File: src/rtl/core/bit_set_membership_engine_defines.svh
// Assertion macros for the membership bitmap engine.
// Included by the modules that carry concurrent assertions; no other dependencies.
`ifndef BIT_SET_MEMBERSHIP_ENGINE_DEFINES_SVH
`define BIT_SET_MEMBERSHIP_ENGINE_DEFINES_SVH

`ifndef SYNTHESIS
`define BSME_ASSERT(lbl, clk, rstn, prop) \
  lbl: assert property (@(posedge clk) disable iff (!rstn) prop) \
    else $error("bsme assertion failed");
`define BSME_ASSERT_NR(lbl, clk, prop) \
  lbl: assert property (@(posedge clk) prop) \
    else $error("bsme assertion failed");
`else
`define BSME_ASSERT(lbl, clk, rstn, prop)
`define BSME_ASSERT_NR(lbl, clk, prop)
`endif

`endif

File: src/rtl/core/bsme_pkg.sv
// Shared constants, opcodes and controller/datapath interface types for the
// membership bitmap engine. No dependencies.
package bsme_pkg;

  localparam int CAPACITY = 4096;
  localparam int WORD_W   = 32;
  localparam int ROWS     = CAPACITY / WORD_W;
  localparam int ROW_W    = $clog2(ROWS);
  localparam int BIT_W    = $clog2(WORD_W);
  localparam int IDX_W    = 12;
  localparam int SIZE_W   = 13;
  localparam int OP_W     = 3;

  localparam logic [SIZE_W-1:0] CAP_SIZE   = SIZE_W'(CAPACITY);
  localparam logic [SIZE_W-1:0] RESET_SIZE = (4096 > CAPACITY) ? SIZE_W'(CAPACITY)
                                                               : SIZE_W'(4096);

  typedef enum logic [OP_W-1:0] {
    OP_TEST       = 3'd0,
    OP_ADD        = 3'd1,
    OP_REMOVE     = 3'd2,
    OP_CLEAR      = 3'd3,
    OP_FILL       = 3'd4,
    OP_COMPLEMENT = 3'd5,
    OP_COUNT      = 3'd6
  } op_e;

  typedef struct packed {
    logic capture;
    logic rd_sweep;
    logic modify;
    logic sweep_clr;
    logic sweep_wr;
    logic clear_all;
    logic count_fill;
    logic count_compl;
    logic load_result;
  } cmd_t;

  typedef struct packed {
    logic [OP_W-1:0] op;
    logic            idx_err;
    logic            last_row;
  } status_t;

endpackage

File: src/rtl/core/bsme_ctrl.sv
// Controller state machine: sequences single-member updates and word sweeps,
// and owns the output valid. Depends on bsme_pkg and the assertion macros.
`include "bit_set_membership_engine_defines.svh"

module bsme_ctrl
  import bsme_pkg::*;
(
  input  logic    clk_i,
  input  logic    rst_ni,
  input  logic    in_valid_i,
  output logic    in_stall_o,
  output logic    out_valid_o,
  input  logic    out_stall_i,
  input  status_t status_i,
  output cmd_t    cmd_o
);

  typedef enum logic [2:0] {
    S_IDLE,
    S_ISSUE,
    S_MODIFY,
    S_SWEEP_RD,
    S_SWEEP_WR,
    S_DONE
  } state_e;

  state_e state_q, state_d;
  logic   out_valid_q, out_valid_d;
  logic   slot_free;

  assign in_stall_o = (state_q != S_IDLE);
  assign slot_free  = !out_valid_q || !out_stall_i;

  always_comb begin
    state_d = state_q;
    cmd_o   = '0;
    unique case (state_q)
      S_IDLE: begin
        if (in_valid_i) begin
          cmd_o.capture = 1'b1;
          state_d       = S_ISSUE;
        end
      end
      S_ISSUE: begin
        unique case (status_i.op) inside
          OP_TEST, OP_ADD, OP_REMOVE: begin
            state_d = status_i.idx_err ? S_DONE : S_MODIFY;
          end
          OP_CLEAR: begin
            cmd_o.clear_all = 1'b1;
            state_d         = S_DONE;
          end
          OP_FILL: begin
            cmd_o.sweep_clr  = 1'b1;
            cmd_o.count_fill = 1'b1;
            state_d          = S_SWEEP_WR;
          end
          OP_COMPLEMENT: begin
            cmd_o.sweep_clr   = 1'b1;
            cmd_o.count_compl = 1'b1;
            state_d           = S_SWEEP_RD;
          end
          default: begin
            state_d = S_DONE;
          end
        endcase
      end
      S_MODIFY: begin
        cmd_o.modify = 1'b1;
        state_d      = S_DONE;
      end
      S_SWEEP_RD: begin
        cmd_o.rd_sweep = 1'b1;
        state_d        = S_SWEEP_WR;
      end
      S_SWEEP_WR: begin
        cmd_o.sweep_wr = 1'b1;
        if (status_i.last_row) begin
          state_d = S_DONE;
        end else if (status_i.op == OP_FILL) begin
          state_d = S_SWEEP_WR;
        end else begin
          state_d = S_SWEEP_RD;
        end
      end
      S_DONE: begin
        if (slot_free) begin
          cmd_o.load_result = 1'b1;
          state_d           = S_IDLE;
        end
      end
      default: begin
        state_d = S_IDLE;
      end
    endcase
  end

  assign out_valid_d = cmd_o.load_result ? 1'b1 : (out_valid_q && out_stall_i);

  always_ff @(posedge clk_i or negedge rst_ni) begin
    if (!rst_ni) begin
      state_q     <= S_IDLE;
      out_valid_q <= 1'b0;
    end else begin
      state_q     <= state_d;
      out_valid_q <= out_valid_d;
    end
  end

  assign out_valid_o = out_valid_q;

  `BSME_ASSERT(a_load_free, clk_i, rst_ni, cmd_o.load_result |-> slot_free)
  `BSME_ASSERT(a_modify_after_issue, clk_i, rst_ni, (state_q == S_MODIFY) |-> ($past(state_q) == S_ISSUE))
  `BSME_ASSERT(a_sweep_end, clk_i, rst_ni, (cmd_o.sweep_wr && status_i.last_row) |=> (state_q == S_DONE))
  `BSME_ASSERT(a_accept_issue, clk_i, rst_ni, cmd_o.capture |=> (state_q == S_ISSUE))

endmodule

File: config.mk
export PLATFORM = sky130hd
export DESIGN_NAME = bsme_ctrl
export DESIGN_NICKNAME = d
export VERILOG_FILES = /design/src/rtl/core/bsme_pkg.sv /design/src/rtl/core/bsme_ctrl.sv
export VERILOG_INCLUDE_DIRS = /design/src /design/src/rtl/core
export SDC_FILE = /design/constraint.sdc
export NUM_CORES = 1
export LEC_CHECK = 0
export ABC_CLOCK_PERIOD_IN_PS = 2500
export BUFFER_PORTS_ARGS = -buffer_cell sky130_fd_sc_hd__buf_2
export CORE_AREA = 2 2 39 41
export CTS_BUF_LIST = sky130_fd_sc_hd__clkbuf_4 sky130_fd_sc_hd__clkbuf_8 sky130_fd_sc_hd__clkbuf_16
export CTS_CLUSTER_SIZE = 16
export DETAILED_ROUTE_END_ITERATION = 10
export DIE_AREA = 0 0 41 43
export PLACE_DENSITY = 0.61
export SLEW_MARGIN = 0
export SYNTH_ARGS = -nofsm -noshare
export SYNTH_HDL_FRONTEND = slang
export SYNTH_SLANG_ARGS = --single-unit
File: constraint.sdc
create_clock -name clk_i -period 2.5 [get_ports clk_i]
set_clock_uncertainty 0.2 [all_clocks]
set_input_delay 0.25 -clock clk_i [delete_from_list [all_inputs] [get_ports clk_i]]
set_output_delay 0.25 -clock clk_i [all_outputs]
set_load 0.01 [all_outputs]
Yosys cells after proc, flatten, opt, wreduce, memory -nomap -nowiden --
Index checks and enable logic that the tools add are counted.
Word-level totals: register bits after elaboration 4, bits of input ports 9, output and inout bits 11, logic and storage cells 45
Cells by class: eq/ne operators 12, multiplexer cells 21, reductions and logical operators 10
Operators by type and width (count):
- $mux 3 | 6
- $pmux 3 s6 | 1
- $mux 1 | 13
- $eq 3x2->1 const B | 4
- $eq 3x3->1 const B | 4
- $pmux 3 s3 | 1
- $eq 3x1->1 const B | 2
- $logic_not 3->1 | 2
- $ne 2x2->1 const B | 2
- $reduce_bool 3->1 | 1
- $reduce_or 3->1 | 1
- $logic_not 1->1 | 2
- $reduce_and 2->1 | 1
- $reduce_or 2->1 | 1
- $logic_and 1x1->1 | 1
- $logic_or 1x1->1 | 1

Logic depth before layout (Yosys ltp) --
Gate-level depths: netlist of the first run.
word-level depth 5, gate-level depth with buffers 4, depth with buffers taken out 3

Worst setup path before layout of the first run --
OpenSTA, ideal clock, no wires.
kind reg-to-output, start reg state_q[1], end out cmd_o[1] (netlist bit), arrival time 1.176 ns, data required time 2.050 ns, setup slack 0.874 ns, stages on the path, launching flop included 5, path buffers 1, cells stage by stage dfrtp_1 buf_6 nand2b_4 nor4b_4 and2_1
RTL lines:
- start, declared | RTL line bsme_ctrl.sv:27 | state_e state_q, state_d;
- start signal, assigned | RTL line bsme_ctrl.sv:105 | state_q <= state_d;
- end, declared | RTL line bsme_ctrl.sv:15 | output cmd_t cmd_o

==> results of run 1 <==
-- kinds of logic (layout without fill, tap and decap cells) --
logic type / count (synthesis) / in the layout
buffers and inverters: 5 / 25
AND/OR/NAND/NOR: 24 / 24
AO/OA/AOI/OAI: 10 / 10
flip-flops: 4 / 4
-- cells in the final DEF (no fill, tap or decap), types with 2 or more instances in the layout --
master / count
nor2_1: 3
nor2b_1: 2
nand2b_1: 2
buf_2: 19
nor3_1: 2
dfrtp_1: 4
nor4_1: 2
clkbuf_4: 3
nand2_1: 3
inv_1: 2
o21ai_0: 2
-- stage by stage --
stage / hold WS [ns] / area [sq um] / utilization (%) / std cells / setup WS [ns]
3_5_place_dp: -0.146 / 477 / 34.4 / 75 / 0.811
3_3_place_gp: -0.142 / 477 / 34.4 / 75 / 0.841
2_1_floorplan: -0.246 / 392 / - / 43 / 0.874
6_report: 0.0429 / 509 / 36.8 / 79 / 0.563
4_1_cts: 0.0422 / 509 / 36.8 / 79 / 0.554
5_1_grt: 0.0599 / 509 / 36.8 / 79 / 0.468
-- sequential cells by signal (all words and copies together), names as in the netlist --
name and cells:
out_valid_o 1, state_q 3
-- worst max-delay path, delay by kind of cell (launching register included) --
| family | cells | cell delay (ns) |
|---|---|---|
| buffers and inverters | 1 | 0.12 |
| DFF | 1 | 0.48 |
| and+or+nand+nor | 3 | 0.66 |
-- power by group through the flow --
stage               Sequential (W)  Combinational, W  Clock [W]
floorplan                 0.000122          0.000275          0
detailed placement        0.000179          0.000266          0
CTS                       0.000179          0.000268  0.0000780
global placement          0.000178          0.000263          0
global route              0.000191          0.000296  0.0000858
finish                    0.000178          0.000264  0.0000773
-- per-layer routing --
metal / track usage (%) / part of all wire, % / wire [um]
met1: 14.9 / 46 / 376
met3: 1.57 / 4.0 / 33
met4: 8.00 / 0.97 / 8
met5: 0 / 0 / 0
met2: 16.9 / 49 / 406
-- cell type report --
cell class / instances / area share [%]
multi-input cells: 34 / 49.9
repair buffers: 20 / 20.6
flip-flops and latches: 4 / 19.7
clock buffers: 3 / 4.42
well taps: 16 / 3.93
inverters: 2 / 1.47
-- worst paths after layout --
kind | from | end | slack [ns] | cells past startpoint
max | state_q[1] | cmd_o[2] | 0.56 | 4
min | out_stall_i | out_valid_o | 0.04 | 3
max reg2reg | state_q[2] | state_q[0] | 1.04 | 3
min reg2reg | out_valid_o | out_valid_o | 0.32 | 2
max in group asynchronous | rst_ni | state_q[2] | 1.84 | 2
min in group asynchronous | rst_ni | state_q[0] | 0.15 | 2
-- what timing repair did --
action / 4_1_cts / 5_1_grt
resized for setup: 0 / 0
hold buffers: 1 / 0
endpoints found under the hold margin: 4 / 0
==> metrics.yaml, run 1 <==
drt:
  ant_nets: 0
  first_iter_violations: 2
  drc: 0
  routed_wl_um: 825
  routedWlPerCell_um: 10.4
  first_pass_iters: 2
  vias: 393
  viasPerCell: 4.97
cts:
  clk_path_buf_depth: 2
  ctsRootBufferMaster: "clkbuf_4"
  cts_sinks: 4
  htreeDepth: 1
  clock_latency_ns: 0.23
  clk_pin_slew_ns: 0.04
  cts_tree: "done"
  cts_setup_buffers: 0
  cts-buffers-inserted: 3
synth:
  synth.distinct_cells: 29
  synth-xor-area-share_pct: 0
  synth-compound-area-share_pct: 19.2
  synth_area_leaders: "dfrtp_1 (26%), nor4b_4 (6.1%), buf_6 (5.8%)"
  yosysWarnings: 0
  synth_cells: 43
  async_flop_share_pct: 100
  ys_seq_elements: 4
  synthMuxAreaShare_pct: 0
  yosysTopAreaCell: "dfrtp_1"
  synth_top_family_by_area: "simple AND/OR/NAND/NOR gates"
  netlist_area_sq_um: 392
  synth_edf_count: 0
  avgSynthCellArea_sq_um: 9.11
  synth_flop_cell: "dfrtp_1"
  ys_seq_area_share_pct: 25.6
  synth_simple_gate_area_share_pct: 45.7
  synth-adder-area-share_pct: 0
  synth_top_area_share_pct: 25.6
  synth_fp_nets: 52
  synth_most_common_cell: "dfrtp_1"
  ys_top_cells_by_count: "dfrtp_1 (4), nand2_1 (3), nor2_1 (3)"
timing:
  final-setup-viol-count: 0
  rsz0062_at_grt: "no"
  min_period_ns: 1.94
  fmax_mhz: 516
  tightest_slew_ns: 0.440
  slew_viol_final: 0
  slew_headroom_pct: 70.7
  tns_ns: 0
  post-route-period-util_pct: 77.5
  finalHoldViolations: 0
worst_hold_path:
  hold_path.class: "input port to flop"
floorplan:
  fp-row-count: 14
  dieWidth_um: 41
  start_util_pct: 28.3
  io_pins: 20
  core_sq_mm: 0.00138
  die_area_sq_mm: 0.00176
  die_h_um: 43
critical_path:
  path_cells: "nand2b_4, nor4b_4, and2b_1, buf_2"
  slowest_delay_ns: 0.48
  worst_ep_arrival_time_ns: 1.49
  crit_path_end_kind: "primary output"
  slowest_stage: "dfrtp_1"
  cp-start-kind: "flop"
  crit_type: "flop to primary output"
  cp_max_fo: 10
  cp.required_ns: 2.05
cells_and_area:
  area_growth_syn_to_layout_pct: 30.0
  diodes: 0
  fill_cells: 144
  seqCellArea_sq_um: 100
  nets: 74
  multi_input_area_sq_um: 254
  layout-drive-gt1-share_pct: 41.3
grt:
  grt_max_degree: 15
  grt_overflow_total: 0
  grt_util_all_layers_pct: 11.6
  grt_pass1_wl_um: 1400
  antenna_found_initial: 0
  grt_pass1_vias: 364
power:
  power.total_w: 0.000519
  p_seq_share_pct: 34.3
  vdd_ir_drop_max_mv: 0.279
  pwr-share-comb_pct: 50.8
  clockPowerShare_pct: 14.9
  p_per_area_mw_per_mm2: 1020
  sw_frac_of_total_pct: 44.0
  intPower_w: 0.000291
  p_leak_nw: 0.250
  net-switching-power_w: 0.000228
placement:
  dp_hpwl_um: 643
  portBuffers: 19
  place_congestion: 0.707
flow_run:
  cap_violations: 0
status:
  run_status: "finished, final reports clean"
Note: power is estimated with default switching activity, not from simulation.
==> run 2, diff against run 1 <==
--- a/config.mk
+++ b/config.mk
@@ -6,14 +6,15 @@
 export SDC_FILE = /design/constraint.sdc
 export NUM_CORES = 1
 export LEC_CHECK = 0
-export ABC_CLOCK_PERIOD_IN_PS = 2500
+export ABC_AREA = 1
+export ABC_CLOCK_PERIOD_IN_PS = 1800
 export BUFFER_PORTS_ARGS = -buffer_cell sky130_fd_sc_hd__buf_2
 export CORE_AREA = 2 2 39 41
 export CTS_BUF_LIST = sky130_fd_sc_hd__clkbuf_4 sky130_fd_sc_hd__clkbuf_8 sky130_fd_sc_hd__clkbuf_16
 export CTS_CLUSTER_SIZE = 16
 export DETAILED_ROUTE_END_ITERATION = 10
 export DIE_AREA = 0 0 41 43
-export PLACE_DENSITY = 0.61
+export PLACE_DENSITY = 0.56
 export SLEW_MARGIN = 0
 export SYNTH_ARGS = -nofsm -noshare
 export SYNTH_HDL_FRONTEND = slang
==> constraint.sdc (replaced) <==
create_clock -name clk_i -period 1.8 [get_ports clk_i]
set_clock_uncertainty 0.2 [all_clocks]
set_input_delay 0.18 -clock clk_i [delete_from_list [all_inputs] [get_ports clk_i]]
set_output_delay 0.18 -clock clk_i [all_outputs]
set_load 0.01 [all_outputs]
==> run 2 against run 1 <==
Net effect:
- sequential cell count is the same
- sequential share of layout area grew 0.55 points
- count of clock-buffer cells in the layout is the same
- first-iteration DRC count grew to 3.5 times the previous value
- synthesized cell count grew 28%
- final area shrank 2.7%
- combinational power grew 39%
- critical path type unchanged
- critical endpoint is now cmd_o[4]
- largest cell class unchanged
==> metrics.yaml, run 2 <==
grt:
  grt_util_all_layers_pct: 10.4
  grt_pass1_wl_um: 1190
  grt_pass1_vias: 329
  antenna_found_initial: 0
  grt_overflow_total: 0
  grt_max_degree: 8
synth:
  synth_edf_count: 0
  synth_top_area_share_pct: 29.6
  synth_flop_cell: "dfrtp_1"
  synth.distinct_cells: 13
  synth_fp_nets: 64
  synth_cells: 55
  yosysTopAreaCell: "dfrtp_1"
  ys_top_cells_by_count: "nor2_1 (12), inv_1 (11), nand2_1 (11)"
  ys_seq_area_share_pct: 29.6
  yosysWarnings: 0
  async_flop_share_pct: 100
  netlist_area_sq_um: 338
  avgSynthCellArea_sq_um: 6.14
  synth_area_leaders: "dfrtp_1 (30%), nor2_1 (13%), inv_1 (12%)"
  synth_most_common_cell: "nor2_1"
  ys_seq_elements: 4
critical_path:
  cp-start-kind: "flop"
  worst_ep_arrival_time_ns: 1.19
  rr_endpoint: "state_q[0]"
  r2r_cells: 5
  cp_max_fo: 7
  r2r-start: "state_q[0]"
  cp.required_ns: 1.42
  path_cells: "nor3_2, buf_2"
  crit_path_end_kind: "primary output"
  slowest_stage: "dfrtp_1"
  reg2reg_slack_ns: 0.46
  crit_type: "flop to primary output"
  slowest_delay_ns: 0.46
power:
  sw_frac_of_total_pct: 47.0
  p_seq_share_pct: 27.8
  intPower_w: 0.000349
  vdd_ir_drop_max_mv: 0.284
  clockPowerShare_pct: 16.3
  p_leak_nw: 0.302
  pwr-share-comb_pct: 55.9
  p_per_area_mw_per_mm2: 1330
  net-switching-power_w: 0.000309
drt:
  first_iter_violations: 7
  drt-met1-wl_um: 353
  highest_layer: "met4"
  routed_wl_um: 781
  dr_wl_met2_um: 348
  met3WireLength_um: 67
  drc: 0
  vias: 391
  ant_nets: 0
  viasPerCell: 4.12
  first_pass_iters: 4
  routedWlPerCell_um: 8.22
flow_run:
  cap_violations: 0
cells_and_area:
  fill_cells: 161
  top_register: "state_q"
  seqCellArea_sq_um: 100
  area_growth_syn_to_layout_pct: 46.7
  layout.cells.non_filler: 95
  diodes: 0
  multi_input_area_sq_um: 189
  layout-drive-gt1-share_pct: 34.2
  most-common-layout-cells: "buf_2 (19), nor2_1 (12), inv_1 (11), nand2_1 (11), nand3_1 (7)"
  largest_register_ffs: 3
  nets: 90
  final_common_cell: "buf_2"
  stdcell_area_sq_um: 495
placement:
  place_congestion: 0.738
  placed_cells: 90
  dp_hpwl_um: 654
  dp_slack_ns: 0.448
  post_dp_cell_area_sq_um: 453
  portBuffers: 19
floorplan:
  fp-row-count: 14
  die_h_um: 43
  dieWidth_um: 41
  die_area_sq_mm: 0.00176
  io_pins: 20
  core_sq_mm: 0.00138
  start_util_pct: 24.4
cts:
  ctsHoldBuffers: 2
  ctsRootBufferMaster: "clkbuf_4"
  cts_resized: 0
  clock_latency_ns: 0.23
  cts_sinks: 4
  cts_tree: "done"
  htreeDepth: 1
  clk_path_buf_depth: 2
  clk_pin_slew_ns: 0.03
  cts_setup_buffers: 0
  cts-buffers-inserted: 3
timing:
  tns_ns: 0
  min_period_ns: 1.57
  finalHoldViolations: 0
  slew_viol_final: 0
  slew_headroom_pct: 81.3
  fmax_mhz: 636
  tightest_slew_ns: 0.280
  post-route-period-util_pct: 87.4
  rsz0062_at_grt: "no"
  setup_ws_ns: 0.227
  final-setup-viol-count: 0
worst_hold_path:
  min_to: "state_q[1]"
  holdPathStages: 4
  hold_path.class: "input port to flop"
  worstHoldStart: "status_i[0]"
status:
  run_status: "finished, final reports clean"
run 2: cell families after synthesis:
family	share of synthesized area, %
buffers and inverters	14.4
AND/OR/NAND/NOR	52.6
AO/OA/AOI/OAI	3.33
flip-flops	29.6
run 2: critical path: cells and delay by family (launching register included):
kind / cells / cell delay [ns]
DFF: 1 / 0.46
and+or+nand+nor: 1 / 0.31
buffers and inverters: 1 / 0.19
run 2: area by class of cell:
type                       instances  area share, %
clock buffer                       3           4.55
inverter                          13           9.85
multi-input combinational         38           38.1
sequential                         4           20.2
tap                               16           4.04
timing repair buffer              21           23.2
run 2: worst max path at each step:
stage | start | end | slack (ns)
finish | state_q[0] | cmd_o[4] | 0.23
global route | state_q[0] | cmd_o[4] | 0.15
CTS | state_q[0] | cmd_o[4] | 0.21
detailed placement | state_q[0] | state_q[0] | 0.45
global placement | state_q[1] | state_q[0] | 0.45
floorplan | state_q[1] | state_q[0] | 0.49
run 2: per-layer routing:
metal / GRT usage (%) / up-vias
met4: 8.00 / 0
met3: 3.14 / 2
met2: 15.3 / 18
li1: - / 221
met5: 0 / -
met1: 11.7 / 150
run 2: power by group through the flow:
stage	Sequential (W)	Clock (W)	Combinational, W
after floorplan	0.000181	0	0.000256
after global placement	0.000184	0	0.000371
after detailed placement	0.000185	0	0.000372
after CTS	0.000184	0.000112	0.000377
after global routing	0.000193	0.000116	0.000424
final	0.000183	0.000107	0.000368
run 2: metrics by stage:
stage	util (%)	total power (W)	hold slack (ns)
floorplan	-	0.000437	-0.316
global placement	32.7	0.000554	-0.216
detailed placement	32.7	0.000557	-0.214
CTS	35.8	0.000673	0.0261
global route	35.8	0.000732	0.0439
finish	35.8	0.000658	0.0304
